**config.mk**
```make
export PLATFORM = sky130hd
export DESIGN_NAME = nal_unit_fragmenter
export DESIGN_NICKNAME = d
export VERILOG_FILES = /design/src/hw/rtl/nuf_pkg.sv /design/src/hw/rtl/nuf_core.sv /design/src/hw/rtl/nuf_out_buf.sv /design/src/hw/rtl/nal_unit_fragmenter.sv
export SDC_FILE = /design/constraint.sdc
export NUM_CORES = 1
export LEC_CHECK = 0
export BUFFER_PORTS_ARGS = -buffer_cell sky130_fd_sc_hd__buf_2
export CORE_AREA = 2 2 167 120
export DETAILED_ROUTE_END_ITERATION = 16
export DIE_AREA = 0 0 169 122
export GPL_ROUTABILITY_DRIVEN = 0
export PLACE_DENSITY = 0.77
export SLEW_MARGIN = 0
export SYNTH_ARGS = -nofsm -noshare
export SYNTH_HDL_FRONTEND = slang
export SYNTH_HIERARCHICAL = 1
export SYNTH_SLANG_ARGS = --single-unit
```
**constraint.sdc**
```tcl
create_clock -name clk_i -period 5.8 [get_ports clk_i]
set_input_delay 0.29 -clock clk_i [delete_from_list [all_inputs] [get_ports clk_i]]
set_output_delay 0.29 -clock clk_i [all_outputs]
set_load 0.02 [all_outputs]
```
**src/hw/rtl/nuf_pkg.sv**
```systemverilog
// ----------------------------------------------------------------------------
// nuf_pkg
// Shared types and constants for the NAL unit fragmenter.
// ----------------------------------------------------------------------------
package nuf_pkg;

  localparam int unsigned LENGTH_BITS = 24;
  localparam int unsigned MAX_BITS    = 16;
  localparam int unsigned NUM_RES     = 4;
  localparam int unsigned CNT_BITS    = $clog2(NUM_RES + 1);

  localparam logic [MAX_BITS-1:0] MAX_PKT_RESET = 16'd1400;
  localparam logic [MAX_BITS-1:0] MAX_PKT_FLOOR = 16'd8;

  // header sizes in bytes (payload header + FU header)
  localparam logic [MAX_BITS-1:0] HDR_SIZE_H264 = 16'd2;
  localparam logic [MAX_BITS-1:0] HDR_SIZE_H265 = 16'd3;

  localparam logic [4:0] FU_A_TYPE    = 5'd28;
  localparam logic [5:0] FU_TYPE_H265 = 6'd49;

  typedef enum logic [0:0] {
    REG_CODEC   = 1'b0,
    REG_MAX_PKT = 1'b1
  } cfg_reg_e;

  // position within the NAL header bytes of a fragmented unit
  typedef enum logic [2:0] {
    PH_FIRST  = 3'b001,
    PH_SECOND = 3'b010,
    PH_BODY   = 3'b100
  } phase_e;

  typedef struct packed {
    logic [7:0] data;
    logic       pkt_end;
    logic       unit_end;
  } res_t;

  typedef struct packed {
    logic                valid;
    logic [CNT_BITS-1:0] cnt;
    res_t [NUM_RES-1:0]  res;
  } res_bundle_t;

endpackage

```
**src/hw/rtl/nuf_core.sv**
```systemverilog
// ----------------------------------------------------------------------------
// nuf_core
// Input register, unit state and per-byte result generation.
// ----------------------------------------------------------------------------
module nuf_core (
  input  logic                             clk_i,
  input  logic                             rst_ni,
  input  logic                             in_valid_i,
  output logic                             in_ready_o,
  input  logic [7:0]                       data_byte_i,
  input  logic                             unit_start_i,
  input  logic [nuf_pkg::LENGTH_BITS-1:0]  unit_length_i,
  input  logic                             cfg_valid_i,
  input  logic [0:0]                       cfg_index_i,
  input  logic [nuf_pkg::MAX_BITS-1:0]     cfg_data_i,
  input  logic                             take_i,
  output nuf_pkg::res_bundle_t             bundle_o
);
  import nuf_pkg::*;

  // input register
  logic                   s1_valid_q;
  logic [7:0]             s1_byte_q;
  logic                   s1_start_q;
  logic [LENGTH_BITS-1:0] s1_len_q;

  // configuration
  logic                codec_h264_q;
  logic [MAX_BITS-1:0] max_pkt_q;

  // unit state
  logic [LENGTH_BITS-1:0] bytes_left_q, bytes_left_d;
  logic [MAX_BITS-1:0]    frag_fill_q, frag_fill_d;
  logic                   fragmenting_q, fragmenting_d;
  phase_e                 phase_q, phase_d;
  logic [7:0]             hdr_first_q, hdr_first_d;
  logic [7:0]             hdr_second_q, hdr_second_d;
  logic [7:0]             fu_hdr_q, fu_hdr_d;

  logic                   advance;
  logic [MAX_BITS-1:0]    eff_max, hdr_size;
  logic [LENGTH_BITS-1:0] len;
  logic [LENGTH_BITS-1:0] bl;
  logic [MAX_BITS-1:0]    ff;
  logic                   frag;
  phase_e                 ph;
  logic [MAX_BITS:0]      ff_inc;
  logic                   last, pe, e_bit;
  logic [CNT_BITS-1:0]    n;
  res_t [NUM_RES-1:0]     res;
  logic [7:0]             h265_ph0;

  assign advance    = s1_valid_q && take_i;
  assign in_ready_o = !s1_valid_q || take_i;

  always_ff @(posedge clk_i or negedge rst_ni) begin
    if (!rst_ni) begin
      s1_valid_q <= 1'b0;
    end else if (in_ready_o) begin
      s1_valid_q <= in_valid_i;
    end
  end

  always_ff @(posedge clk_i) begin
    if (in_ready_o && in_valid_i) begin
      s1_byte_q  <= data_byte_i;
      s1_start_q <= unit_start_i;
      s1_len_q   <= unit_length_i;
    end
  end

  always_ff @(posedge clk_i or negedge rst_ni) begin
    if (!rst_ni) begin
      codec_h264_q <= 1'b0;
      max_pkt_q    <= MAX_PKT_RESET;
    end else if (cfg_valid_i) begin
      unique case (cfg_reg_e'(cfg_index_i))
        REG_CODEC:   codec_h264_q <= cfg_data_i[0];
        REG_MAX_PKT: max_pkt_q    <= cfg_data_i;
        default: ;
      endcase
    end
  end

  assign eff_max  = (max_pkt_q < MAX_PKT_FLOOR) ? MAX_PKT_FLOOR : max_pkt_q;
  assign hdr_size = codec_h264_q ? HDR_SIZE_H264 : HDR_SIZE_H265;
  assign len      = (s1_len_q == '0) ? LENGTH_BITS'(1) : s1_len_q;

  always_comb begin
    // a new unit start overrides whatever was left of the old one
    bl   = s1_start_q ? len : bytes_left_q;
    ff   = s1_start_q ? '0 : frag_fill_q;
    frag = s1_start_q ? (len > LENGTH_BITS'(eff_max)) : fragmenting_q;
    ph   = s1_start_q ? PH_FIRST : phase_q;

    bytes_left_d  = bl;
    frag_fill_d   = ff;
    fragmenting_d = frag;
    phase_d       = ph;
    hdr_first_d   = hdr_first_q;
    hdr_second_d  = hdr_second_q;
    fu_hdr_d      = fu_hdr_q;

    n      = '0;
    res    = '0;
    last   = (bl == LENGTH_BITS'(1));
    ff_inc = '0;
    pe     = 1'b0;
    e_bit  = 1'b0;
    h265_ph0 = {hdr_first_q[7], FU_TYPE_H265, hdr_first_q[0]};

    if (bl != '0) begin
      bytes_left_d = bl - LENGTH_BITS'(1);
      if (!frag) begin
        res[0] = '{data: s1_byte_q, pkt_end: last, unit_end: last};
        n      = CNT_BITS'(1);
      end else begin
        unique case (ph)
          PH_FIRST: begin
            hdr_first_d = s1_byte_q;
            if (codec_h264_q) begin
              fu_hdr_d    = {3'b100, s1_byte_q[4:0]};
              res[0]      = '{data: {s1_byte_q[7:5], FU_A_TYPE}, pkt_end: 1'b0,
                              unit_end: 1'b0};
              res[1]      = '{data: {3'b100, s1_byte_q[4:0]}, pkt_end: 1'b0,
                              unit_end: 1'b0};
              n           = CNT_BITS'(2);
              frag_fill_d = HDR_SIZE_H264;
              phase_d     = PH_BODY;
            end else begin
              phase_d = PH_SECOND;
            end
          end
          PH_SECOND: begin
            hdr_second_d = s1_byte_q;
            fu_hdr_d     = {2'b10, hdr_first_q[6:1]};
            res[0]       = '{data: h265_ph0, pkt_end: 1'b0, unit_end: 1'b0};
            res[1]       = '{data: s1_byte_q, pkt_end: 1'b0, unit_end: 1'b0};
            res[2]       = '{data: {2'b10, hdr_first_q[6:1]}, pkt_end: 1'b0,
                             unit_end: 1'b0};
            n            = CNT_BITS'(3);
            frag_fill_d  = HDR_SIZE_H265;
            phase_d      = PH_BODY;
          end
          PH_BODY: begin
            if (ff == '0) begin
              // new fragment: repeat the payload header, E bit on the final one
              e_bit = (bl <= LENGTH_BITS'(eff_max - hdr_size));
              if (codec_h264_q) begin
                res[0] = '{data: {hdr_first_q[7:5], FU_A_TYPE}, pkt_end: 1'b0,
                           unit_end: 1'b0};
                res[1] = '{data: {1'b0, e_bit, fu_hdr_q[5:0]}, pkt_end: 1'b0,
                           unit_end: 1'b0};
                ff_inc = {1'b0, HDR_SIZE_H264} + 17'd1;
                pe     = last || (ff_inc >= {1'b0, eff_max});
                res[2] = '{data: s1_byte_q, pkt_end: pe, unit_end: last};
                n      = CNT_BITS'(3);
              end else begin
                res[0] = '{data: h265_ph0, pkt_end: 1'b0, unit_end: 1'b0};
                res[1] = '{data: hdr_second_q, pkt_end: 1'b0, unit_end: 1'b0};
                res[2] = '{data: {1'b0, e_bit, fu_hdr_q[5:0]}, pkt_end: 1'b0,
                           unit_end: 1'b0};
                ff_inc = {1'b0, HDR_SIZE_H265} + 17'd1;
                pe     = last || (ff_inc >= {1'b0, eff_max});
                res[3] = '{data: s1_byte_q, pkt_end: pe, unit_end: last};
                n      = CNT_BITS'(4);
              end
            end else begin
              ff_inc = {1'b0, ff} + 17'd1;
              pe     = last || (ff_inc >= {1'b0, eff_max});
              res[0] = '{data: s1_byte_q, pkt_end: pe, unit_end: last};
              n      = CNT_BITS'(1);
            end
            frag_fill_d = pe ? '0 : ff_inc[MAX_BITS-1:0];
          end
          default: ;
        endcase
      end
    end
  end

  always_ff @(posedge clk_i or negedge rst_ni) begin
    if (!rst_ni) begin
      bytes_left_q  <= '0;
      frag_fill_q   <= '0;
      fragmenting_q <= 1'b0;
      phase_q       <= PH_FIRST;
    end else if (advance) begin
      bytes_left_q  <= bytes_left_d;
      frag_fill_q   <= frag_fill_d;
      fragmenting_q <= fragmenting_d;
      phase_q       <= phase_d;
    end
  end

  always_ff @(posedge clk_i) begin
    if (advance) begin
      hdr_first_q  <= hdr_first_d;
      hdr_second_q <= hdr_second_d;
      fu_hdr_q     <= fu_hdr_d;
    end
  end

  assign bundle_o.valid = s1_valid_q;
  assign bundle_o.cnt   = n;
  assign bundle_o.res   = res;

endmodule

```
**src/hw/rtl/nuf_out_buf.sv**
```systemverilog
// ----------------------------------------------------------------------------
// nuf_out_buf
// Result register holding one request's bytes, drained one per cycle while the receiver is ready.
// ----------------------------------------------------------------------------
module nuf_out_buf (
  input  logic                 clk_i,
  input  logic                 rst_ni,
  input  nuf_pkg::res_bundle_t bundle_i,
  output logic                 take_o,
  output logic                 out_valid_o,
  input  logic                 out_ready_i,
  output logic [7:0]           out_byte_o,
  output logic                 packet_end_o,
  output logic                 unit_end_o,
  output logic                 run_last_o
);
  import nuf_pkg::*;

  res_t [NUM_RES-1:0]  entries_q;
  logic [CNT_BITS-1:0] cnt_q;
  logic                pop, load;

  assign pop    = out_valid_o && out_ready_i;
  // free now, or the last entry leaves this cycle
  assign take_o = (cnt_q == '0) || ((cnt_q == CNT_BITS'(1)) && out_ready_i);
  assign load   = bundle_i.valid && take_o && (bundle_i.cnt != '0);

  always_ff @(posedge clk_i or negedge rst_ni) begin
    if (!rst_ni) begin
      cnt_q <= '0;
    end else if (load) begin
      cnt_q <= bundle_i.cnt;
    end else if (pop) begin
      cnt_q <= cnt_q - CNT_BITS'(1);
    end
  end

  always_ff @(posedge clk_i) begin
    if (load) begin
      entries_q <= bundle_i.res;
    end else if (pop) begin
      for (int i = 0; i < NUM_RES - 1; i++) begin
        entries_q[i] <= entries_q[i+1];
      end
    end
  end

  assign out_valid_o  = (cnt_q != '0);
  assign out_byte_o   = entries_q[0].data;
  assign packet_end_o = entries_q[0].pkt_end;
  assign unit_end_o   = entries_q[0].unit_end;
  assign run_last_o   = (cnt_q == CNT_BITS'(1));

endmodule

```
**src/hw/rtl/nal_unit_fragmenter.sv**
```systemverilog
// ----------------------------------------------------------------------------
// nal_unit_fragmenter
// Splits NAL units into RTP packets or H.264 / H.265 fragmentation units.
// ----------------------------------------------------------------------------
// Path: the results of a byte pass through the input register, then the result
//   register, before they are offered on the output.
// Throughput: one input byte per cycle for plain bytes while the receiver is
//   ready; a byte that starts a fragment yields 2 to 4 result bytes, and the input
//   stalls until all but the last of them have left the output.
// Reset: unit state cleared, codec H.265, max packet 1400; buffer empty.
module nal_unit_fragmenter (
  input  logic                             clk_i,
  input  logic                             rst_ni,
  input  logic                             in_valid_i,
  output logic                             in_ready_o,
  input  logic [7:0]                       data_byte_i,
  input  logic                             unit_start_i,
  input  logic [nuf_pkg::LENGTH_BITS-1:0]  unit_length_i,
  output logic                             out_valid_o,
  input  logic                             out_ready_i,
  output logic [7:0]                       out_byte_o,
  output logic                             packet_end_o,
  output logic                             unit_end_o,
  output logic                             run_last_o,
  input  logic                             cfg_valid_i,
  output logic                             cfg_ready_o,
  input  logic [0:0]                       cfg_index_i,
  input  logic [nuf_pkg::MAX_BITS-1:0]     cfg_data_i
);
  import nuf_pkg::*;

  res_bundle_t bundle;
  logic        take;

  assign cfg_ready_o = 1'b1;

  nuf_core u_core (
    .clk_i         (clk_i),
    .rst_ni        (rst_ni),
    .in_valid_i    (in_valid_i),
    .in_ready_o    (in_ready_o),
    .data_byte_i   (data_byte_i),
    .unit_start_i  (unit_start_i),
    .unit_length_i (unit_length_i),
    .cfg_valid_i   (cfg_valid_i),
    .cfg_index_i   (cfg_index_i),
    .cfg_data_i    (cfg_data_i),
    .take_i        (take),
    .bundle_o      (bundle)
  );

  nuf_out_buf u_out_buf (
    .clk_i        (clk_i),
    .rst_ni       (rst_ni),
    .bundle_i     (bundle),
    .take_o       (take),
    .out_valid_o  (out_valid_o),
    .out_ready_i  (out_ready_i),
    .out_byte_o   (out_byte_o),
    .packet_end_o (packet_end_o),
    .unit_end_o   (unit_end_o),
    .run_last_o   (run_last_o)
  );

  // a loaded request is always visible on the output next cycle
  a_load_shows: assert property (@(posedge clk_i) disable iff (!rst_ni)
    (bundle.valid && take && (bundle.cnt != '0)) |=> out_valid_o)
    else $error("loaded results not presented");

  // the end of a unit always closes its packet
  a_unit_end_pkt: assert property (@(posedge clk_i) disable iff (!rst_ni)
    (out_valid_o && unit_end_o) |-> packet_end_o)
    else $error("unit end without packet end");

  // a request never yields more results than the buffer holds
  a_cnt_range: assert property (@(posedge clk_i) disable iff (!rst_ni)
    bundle.valid |-> (bundle.cnt <= CNT_BITS'(NUM_RES)))
    else $error("result count out of range");

endmodule

```
After elaboration in Yosys (flattened, before gate mapping)

Cells that the tools add are included.

Add/sub/neg operators: 4
$lt $le $gt $ge: 6
Eq/ne operators: 6
Multiplexer cells: 46
Bitwise logic cells: 5
Reductions and logical operators: 25

Operators with widths:

| cell                                                                          | number |
|---|---|
| 30-bit 2-to-1 mux                                                             | 5 |
| 16-bit 2-to-1 mux                                                             | 7 |
| 24-bit 2-to-1 mux                                                             | 3 |
| 20-bit one-hot mux with 3 select lines                                        | 1 |
| 16-bit one-hot mux with 3 select lines                                        | 1 |
| 20-bit 2-to-1 mux                                                             | 2 |
| 3-bit 2-to-1 mux                                                              | 11 |
| 10-bit 2-to-1 mux                                                             | 3 |
| 24-bit by 1-bit == test with 1-bit output, second input constant              | 1 |
| 24-bit by 16-bit greater-than comparator with 1-bit output                    | 1 |
| 24-bit less-or-equal comparator                                               | 1 |
| 24-bit logical NOT                                                            | 1 |
| 24-bit nonzero test                                                           | 1 |
| 24-bit by 1-bit subtractor with 24-bit output, second input constant          | 1 |
| 10-bit one-hot mux with 2 select lines                                        | 1 |
| 16-bit by 1-bit adder with 17-bit output, second input constant               | 1 |
| 17-bit by 16-bit >= comparator with 1-bit output                              | 1 |
| 16-bit by 16-bit subtractor with 17-bit output                                | 1 |
| 2-bit by 16-bit >= comparator with 1-bit output, first input constant         | 1 |
| 3-bit by 16-bit >= comparator with 1-bit output, first input constant         | 1 |
| 16-bit logical NOT                                                            | 1 |
| 16-bit by 4-bit less-than comparator with 1-bit output, second input constant | 1 |
| 6-bit one-hot mux with 2 select lines                                         | 1 |
| 3-bit one-hot mux with 3 select lines                                         | 1 |
| other kinds (20)                                                              | 43 |

Bits in registers: 160
Output and inout port bits: 14

Logic depth before layout (Yosys ltp)

Gate-level depths: netlist of the first run.

Word-level depth: 14
Depth in mapped cells: 26
Mapped depth without buffers: 20

Hierarchy

The synthesis of the first run kept the hierarchy.

By module, submodules not included:

| module              | instances | cells an instance | area each (sq um) | seq. area each (sq um) |
|---|---|---|---|---|
| nuf_core            | 1         | 896               | 8439.3            | 3211.8 |
| nuf_out_buf         | 1         | 114               | 2010.7            | 1276.2 |
| nal_unit_fragmenter | 1         | 2                 | 11.3              | 0.0 |

Worst setup path after synthesis of the first run

OpenSTA, ideal clock, no wires.

Path kind: reg2reg
From: register u_core.s1_start_q
To: register u_out_buf/entries_q[10] in the netlist's numbering, enable pin
Library setup time: 0.634 ns
Arrival: 4.839 ns
Data required time: 5.166 ns
Path slack: 0.327 ns
Stages on the path, launching flop included: 21
Period minus slack after synthesis: 5.473 ns
Path through: edfxtp_1 > buf_6 > buf_6 > buf_6 > buf_6 > buf_2 > clkbuf_1 > a21o_1 > clkbuf_1 > ha_1 > o21ai_1 > nor2_1 > nand2_4 > nand2_1 > clkbuf_1 > nor3_1 > o31ai_1 > or3_1 > buf_6 > buf_6 > o21ai_0

RTL lines:

| element                        | line              | source |
|---|---|---|
| start: declaration             | nuf_core.sv:24    | `logic s1_start_q;` |
| start signal: assignment       | nuf_core.sv:67    | `s1_start_q <= unit_start_i;` |
| end signal: assignment         | nuf_out_buf.sv:40 | `entries_q <= bundle_i.res;` |
| end signal: indexed assignment | nuf_out_buf.sv:43 | `entries_q[i] <= entries_q[i+1];` |
| end: declaration               | nuf_out_buf.sv:19 | `res_t [NUM_RES-1:0] entries_q;` |

Worst setup path in the final report of the first run

From: register u_core.s1_start_q
To: register u_core.frag_fill_q[9]

Cells in the longest elaborated chain, start to end: 12
Elaborated cells on any way between the ends: 26
Those cells by class: 1 x add/sub; 1 x order compare; 4 x eq/ne; 15 x mux; 5 x reduce/logical

Ends and longest elaborated chain:

| element                                                                                               | line                             | source |
|---|---|---|
| 16-bit 2-to-1 mux or 24-bit 2-to-1 mux (tied branches)                                                | nuf_core.sv:92, nuf_core.sv:91   |  |
| 16-bit by 1-bit adder with 17-bit output or 24-bit by 1-bit == test with 1-bit output (tied branches) | nuf_core.sv:169, nuf_core.sv:106 |  |
| 17-bit by 16-bit >= comparator with 1-bit output (tied with other cells)                              | nuf_core.sv:170                  | `pe = last \|\| (ff_inc >= {1'b0, eff_max});` |
| 1-bit logical OR or 1-bit 2-to-1 mux (tied branches)                                                  | nuf_core.sv:170, nuf_core.sv:149 |  |
| 1-bit 2-to-1 mux                                                                                      | nuf_core.sv:146                  | `if (ff == '0) begin` |
| 1-bit 2-to-1 mux                                                                                      | nuf_core.sv:118                  | `unique case (ph)` |
| 1-bit 2-to-1 mux                                                                                      | nuf_core.sv:114                  | `if (!frag) begin` |
| 1-bit 2-to-1 mux                                                                                      | nuf_core.sv:112                  | `if (bl != '0) begin` |
| 16-bit 2-to-1 mux                                                                                     | nuf_core.sv:174                  | `frag_fill_d = pe ? '0 : ff_inc[MAX_BITS-1:0];` |
| 16-bit one-hot mux with 3 select lines                                                                | nuf_core.sv:118                  |  |
| 16-bit 2-to-1 mux                                                                                     | nuf_core.sv:114                  |  |
| 16-bit 2-to-1 mux (*)                                                                                 | nuf_core.sv:112                  |  |
| end signal: assignment                                                                                | nuf_core.sv:190                  | `frag_fill_q <= frag_fill_d;` |
| end: declaration                                                                                      | nuf_core.sv:33                   | `logic [MAX_BITS-1:0] frag_fill_q, frag_fill_d;` |

Mark *: on every way between the ends. The rest lies on a longest branch, timed or not. The select of a mux whose other input is x is not followed.
A chain may end at the register's enable or synchronous reset.

==> results.md, run 1 <==
* Status: completed
* HP Class: input port to flip-flop
* Yosys reg bits at 160
* Clock Tree Buf Depth at 2
* Die Y at 122 um
* Final hold vios at 0
* Vias post-DR at 8,319
* Util after Layout at 0.595
* Seq. cell area at 4490 um^2
* # resized after CTS at 0
* Post-Route WL at 26,900 um
* Std-Cell Rows at 43
* Final Hold Slack at 22.8 ps
* Nature of the critical path startpoint: flip-flop
* Clock skew at 6.74 ps
* Buffers on Ports at 67
* Clock sinks at 160
* Vias in the first global route at 7,862
* Routed WL per cell at 20.5 um
* Top_reg_cell synth: edfxtp_1
* CTS Buf Count at 17
* Die ar. at 20,600 um^2
* Crit path max fanout at 17
* Power Density at 458 nW/um^2
* Detail Route Antenna Nets at 0
* Share of layout cells above drive strength 1 at 0.208
* Seq/Total Area, Yosys at 0.429
* Required time at the worst-slack endpoint at 6170 ps
* Average vias per placed instance at 6.35
* WS Path Type: flip-flop to flip-flop
* MaxCap Viol Count at 0
* Gate Count Post-Synth at 1,012
* Crit path DAT at 5570 ps
* Setup slack, reg-to-reg at 610 ps
* Worst slew pin tran at 1030 ps
* Worst R2R End: u_core/frag_fill_q[9]
* Yosys warning count at 6
* ANT cells at 0
* Grt total ovfl at 0
* Cts-stage hold buffer count at 0
* Netlist Area Pre-Place at 10,500 um^2
* CTS tree: done
* Worst vdd ir at 0.188 mV
* Syn avg cell area at 10.3 um^2
* Initial antenna violation count at 0
* Root buf cell: clkbuf_16
* Die X at 169 um
* Final HPWL DP at 19,500 um
* Worst hold start: unit_length_i[14]
* Total Neg Setup Slack at 0 ps
* RSZ-0062 raised after global routing: no
* Most frequent cells in the layout: 95 x edfxtp_1, 94 x nand2_1, 72 x nor2_1
* Hold EP: u_core/s1_len_q[14]
* Core area at 19,300 um^2
* Reg-to-reg startpoint: u_core/s1_start_q
* First-pass GRT wire length at 42,600 um
* Leak at 4.84 nW
* Initial detailed-routing violation count at 1,142
* Slew margin rel. at 0.313
* Most common cell after layout, fill and taps aside: edfxtp_1
* Pins Over Slew Limit at 0
* Initial core utilization at 0.543
* Maximum clock frequency at 193 MHz
* Area Overhead vs Synth at 9.46%
* Later-pin clock latency in the skew report at 440 ps
* Area of the multi-input gates at 5430 um^2
* Fill count at 1,552
* Setup-failing EPs final at 0
* Post-synth EDFFs at 95
* Postcts setup bufs at 0
* DRT Pass-1 Iters at 6
* Total track usage at 0.268
* Synth unique cells at 86
* # IOs at 69
* Period utilization at 0.895
* DRC Markers at 0
* Hold Path Stages at 1
* Crit path time final at 5190 ps
* Synth async-reset ratio at 0.406
* Final #Nets at 1,170
* H-tree Lvls at 4
* Largest net degree at the start of global routing at 66
* CP endpoint kind: flip-flop
* R2R cell count at 17
* Worst-path clk slew at 70 ps
==> Yosys cell counts (all sizes together), types with 31 or more instances <==
| cell type | instances | area [um^2] |
|---|---|---|
| nand2 | 96 | 370 |
| mux2 | 68 | 863 |
| nand3 | 31 | 155 |
| buf | 31 | 263 |
| xnor2 | 31 | 272 |
| inv | 47 | 176 |
| nor2 | 74 | 297 |
| o21ai | 44 | 220 |
| a21oi | 51 | 259 |
| clkbuf | 38 | 143 |
| dfrtp | 58 | 1450 |
| edfxtp | 95 | 2850 |
| ha | 65 | 813 |
==> sequential cells by signal (all words and copies together) (netlist names) <==
name / flops
u_out_buf/out_byte_o: 8
u_core/codec_h264_q: 1
u_core/s1_byte_q: 8
u_out_buf/unit_end_o: 1
u_out_buf/entries_q: 30
u_core/frag_fill_q: 16
u_core/hdr_first_q: 8
u_core/bytes_left_q: 24
u_core/fu_hdr_q: 6
u_out_buf/packet_end_o: 1
u_core/max_pkt_q: 16
u_out_buf/cnt_q: 3
u_core/phase_q: 3
u_core/s1_start_q: 1
u_core/fragmenting_q: 1
u_core/s1_valid_q: 1
u_core/s1_len_q: 24
u_core/hdr_second_q: 8
==> worst max path at each step <==
stage,from,to,depth (start not counted),slack [ps]
6_report,u_core/s1_start_q,u_core/frag_fill_q[9],17,610
5_1_grt,u_core/max_pkt_q[8],u_out_buf/entries_q[34],14,240
4_1_cts,u_core/s1_start_q,u_core/frag_fill_q[9],17,790
3_5_place_dp,u_core/max_pkt_q[12],u_out_buf/entries_q[15],15,810
3_3_place_gp,u_core/max_pkt_q[8],u_out_buf/entries_q[35],15,880
2_1_floorplan,u_core/s1_start_q,u_out_buf/entries_q[10],20,330
==> layout make-up <==
cell class | instances | area share
flip-flops and latches | 160 | 0.392
repair buffers | 80 | 0.0378
well taps | 247 | 0.0270
clock buffers | 17 | 0.0372
inverters | 47 | 0.0154
clock inverters | 15 | 0.0167
multi-input cells | 744 | 0.474
==> per-stage QoR <==
stage               instances  setup WS (ps)  area, um^2  power [mW]
floorplan                1020            327       10500        3.50
finish                   1310            608       11500        5.24
global placement         1278            876       10800        3.92
detailed placement       1278            811       10800        4.00
CTS                      1310            787       11500        5.19
global route             1310            240       11500        5.51
==> routing by layer <==
layer | track usage | wire, um | vias up
met5 | 0 | 0 | -
met4 | 0.0625 | 434 | 0
met3 | 0.0750 | 3400 | 52
met2 | 0.378 | 11000 | 525
met1 | 0.406 | 12100 | 3972
li1 | - | - | 3770
==> critical path, cell delays in order, from the launching register on <==
cell	delay, ps
edfxtp_1	550
inv_1	390
nand2_1	170
inv_1	100
ha_1	180
nand3_1	230
nor4_2	560
nand3_1	240
xor2_1	190
nor2_1	110
ha_1	260
a211oi_1	220
o211ai_1	130
a311oi_1	250
o211ai_1	270
nor3_4	610
and3_1	450
a221o_1	200
==> report_power, final <==
part	switching [mW]	internal, mW	leakage (nW)	total [mW]
Combinational	1.30	0.839	2.83	2.14
Sequential	0.258	1.65	1.70	1.91
Clock	0.531	0.658	0.303	1.19
==> logic make-up (layout without fill, tap and decap cells) <==
family                   count (synthesis)  count (layout)  share of synthesized area
XOR/XNOR                                44              44                     0.0368
multiplexers                            85              85                     0.0995
flip-flops                             160             160                      0.429
other                                    3              11                    0.00108
adder cells (fa/ha/maj)                 65              65                     0.0777
AND/OR/NAND/NOR                        349             349                      0.177
buffers and inverters                  116             159                     0.0556
AO/OA/AOI/OAI                          190             190                      0.123
Note: power is estimated with default switching activity, not from simulation.
==> inputs of run 2 (changes only) <==
--- a/config.mk
+++ b/config.mk
@@ -11,6 +11,7 @@
 export DIE_AREA = 0 0 169 122
 export GPL_ROUTABILITY_DRIVEN = 0
 export PLACE_DENSITY = 0.77
+export RECOVER_POWER = 25
 export SLEW_MARGIN = 0
 export SYNTH_ARGS = -nofsm -noshare
 export SYNTH_HDL_FRONTEND = slang
==> results.md, run 2 (synthesized netlist as in run 1, its figures left out) <==
* Post-Route WL at 26,900 um (about the same)
* Overall Power at 5.24 mW (about the same)
* Die Y at 122 um (unchanged)
* Sw power at 2.09 mW (-0.11%)
* Final HPWL DP at 19,500 um (unchanged)
* Largest register FFs at 30 (unchanged)
* Routed WL per cell at 20.6 um (about the same)
* Total track usage at 0.268 (unchanged)
* Util after Layout at 0.594 (about the same)
* Clock skew at 8.17 ps (+1.42 ps)
* Status: complete, but fails checks
* Comb pwr share at 0.408 (about the same)
* Area Overhead vs Synth at 9.41% (about the same)
* Initial detailed-routing violation count at 1,044 (-8.6%)
* MaxCap Viol Count at 1 (+1)
* # IOs at 69 (unchanged)
* Worst slew pin tran at 3750 ps (+2720 ps)
* Setup slack, reg-to-reg at 550 ps (-60 ps)
* Clock sinks at 160 (unchanged)
* HP Class: input port to flip-flop
* RSZ-0062 raised after global routing: no
* Largest net degree at the start of global routing at 66 (unchanged)
* Reg with most FFs: u_out_buf/entries_q
* Initial antenna violation count at 0 (unchanged)
* Maximum clock frequency at 190 MHz (-1.1%)
* # resized after CTS at 0 (unchanged)
* Slew margin rel. at -1.50 (-1.81)
* Total Neg Setup Slack at 0 ps (unchanged)
* Root buf cell: clkbuf_16
* Crit path DAT at 5620 ps (+50 ps)
* Std-Cell Rows at 43 (unchanged)
* Worst-path clk slew at 70 ps (about the same)
* Power Internal at 3.15 mW (about the same)
* Initial core utilization at 0.543 (unchanged)
* Detail Route Antenna Nets at 0 (unchanged)
* Clock Tree Buf Depth at 2 (unchanged)
* Net Sw Frac at 0.398 (about the same)
* First-pass GRT wire length at 42,600 um (unchanged)
* Worst vdd ir at 0.187 mV (-0.62%)
* Vias post-DR at 8,342 (+0.28%)
* H-tree Lvls at 4 (unchanged)
* Core area at 19,300 um^2 (unchanged)
* DP Area at 10,800 um^2 (unchanged)
* Die X at 169 um (unchanged)
* Power Density at 458 nW/um^2 (about the same)
* Die ar. at 20,600 um^2 (unchanged)
* Cell area after layout at 11,400 um^2 (about the same)
* Failing checks: max-capacitance violations, max-slew violations
* Average vias per placed instance at 6.37 (+0.28%)
* Vias in the first global route at 7,862 (unchanged)
* CP endpoint kind: flip-flop
* Nature of the critical path startpoint: flip-flop
* Most common cell after layout, fill and taps aside: edfxtp_1
* Pins Over Slew Limit at 66 (+66)
* Final #Nets at 1,170 (unchanged)
* ANT cells at 0 (unchanged)
* Most frequent cells in the layout: 95 x edfxtp_1, 94 x nand2_1, 72 x nor2_1
* CTS Buf Count at 17 (unchanged)
* DRC Markers at 0 (unchanged)
* Postcts setup bufs at 0 (unchanged)
* DRT Pass-1 Iters at 6 (unchanged)
* Grt total ovfl at 0 (unchanged)
* Crit path time final at 5250 ps (+59.9 ps)
* Crit path max fanout at 17 (unchanged)
* Share of layout cells above drive strength 1 at 0.206 (-0.00188)
* Sequential Power Share at 0.365 (about the same)
* Clock power frac at 0.226 (about the same)
* Period utilization at 0.905 (+0.0103)
* Final std cells w/o fill at 1,310 (unchanged)
* Required time at the worst-slack endpoint at 6170 ps (about the same)
* Buffers on Ports at 67 (unchanged)
* CTS tree: done
* Leak at 4.83 nW (-0.13%)
* Final hold vios at 0 (unchanged)
* Post-Place Cells at 1,278 (unchanged)
* Setup-failing EPs final at 0 (unchanged)
* Cts-stage hold buffer count at 0 (unchanged)
* WS Path Type: flip-flop to flip-flop
* Later-pin clock latency in the skew report at 440 ps (about the same)
* Largest regs: u_out_buf/entries_q (30), u_core/bytes_left_q (24), u_core/s1_len_q (24)
==> run 2: cell count changes in the layout (fill, tap and decap cells not counted) <==
cell      change
clkbuf_1      +2
buf_2         -1
buf_4         -1
==> run 2: path summary, 6_finish.rpt <==
kind | cells past startpoint | endpoint | start
setup / recovery | 17 | u_core/frag_fill_q[9] | u_core/s1_start_q
hold / removal | 1 | u_core/s1_len_q[14] | unit_length_i[14]
setup reg to reg | 17 | u_core/frag_fill_q[9] | u_core/s1_start_q
hold reg to reg | 2 | u_core/bytes_left_q[22] | u_core/bytes_left_q[22]
max in group asynchronous | 2 | u_core/bytes_left_q[2] | rst_ni
min in group asynchronous | 2 | u_core/max_pkt_q[14] | rst_ni
==> run 2: critical path, stage by stage (launching register included) <==
cell,delay (ps)
edfxtp_1,550
inv_1,410
nand2_1,180
inv_1,100
ha_1,180
nand3_1,220
nor4_2,550
nand3_1,240
xor2_1,190
nor2_1,110
ha_1,260
a211oi_1,230
o211ai_1,150
a311oi_1,270
o211ai_1,270
nor3_4,610
and3_1,450
a221o_1,200
==> run 2: final cells by class <==
class	instances	area (um^2)
well taps	247	309
repair buffers	80	428
multi-input cells	744	5430
clock inverters	15	191
fillers	1552	7820
inverters	47	176
flip-flops and latches	160	4490
clock buffers	17	425
==> run 2: stage by stage <==
| step | hold WS [ps] | worst slack (ps) |
|---|---|---|
| after detailed placement | 468 | 811 |
| after global routing | 14.0 | 240 |
| after global placement | 463 | 876 |
| after floorplan | -5.59 | 327 |
| final | 25.1 | 549 |
| after CTS | 20.0 | 787 |
==> run 2: power by group through the flow <==
| stage | sequential (mW) | combinational, mW | clock [mW] |
|---|---|---|---|
| floorplan | 1.83 | 1.66 | 0 |
| global placement | 1.91 | 2.01 | 0 |
| detailed placement | 1.92 | 2.08 | 0 |
| CTS | 1.90 | 2.10 | 1.19 |
| global route | 1.95 | 2.32 | 1.24 |
| finish | 1.91 | 2.14 | 1.19 |
==> run 2: per-layer routing <==
metal  track usage  up-vias  share of wire
met1         0.406     4024           0.46
met5             0        -              0
met3        0.0750       48           0.12
met2         0.378      499           0.41
met4        0.0625        0          0.014
li1              -     3771              -
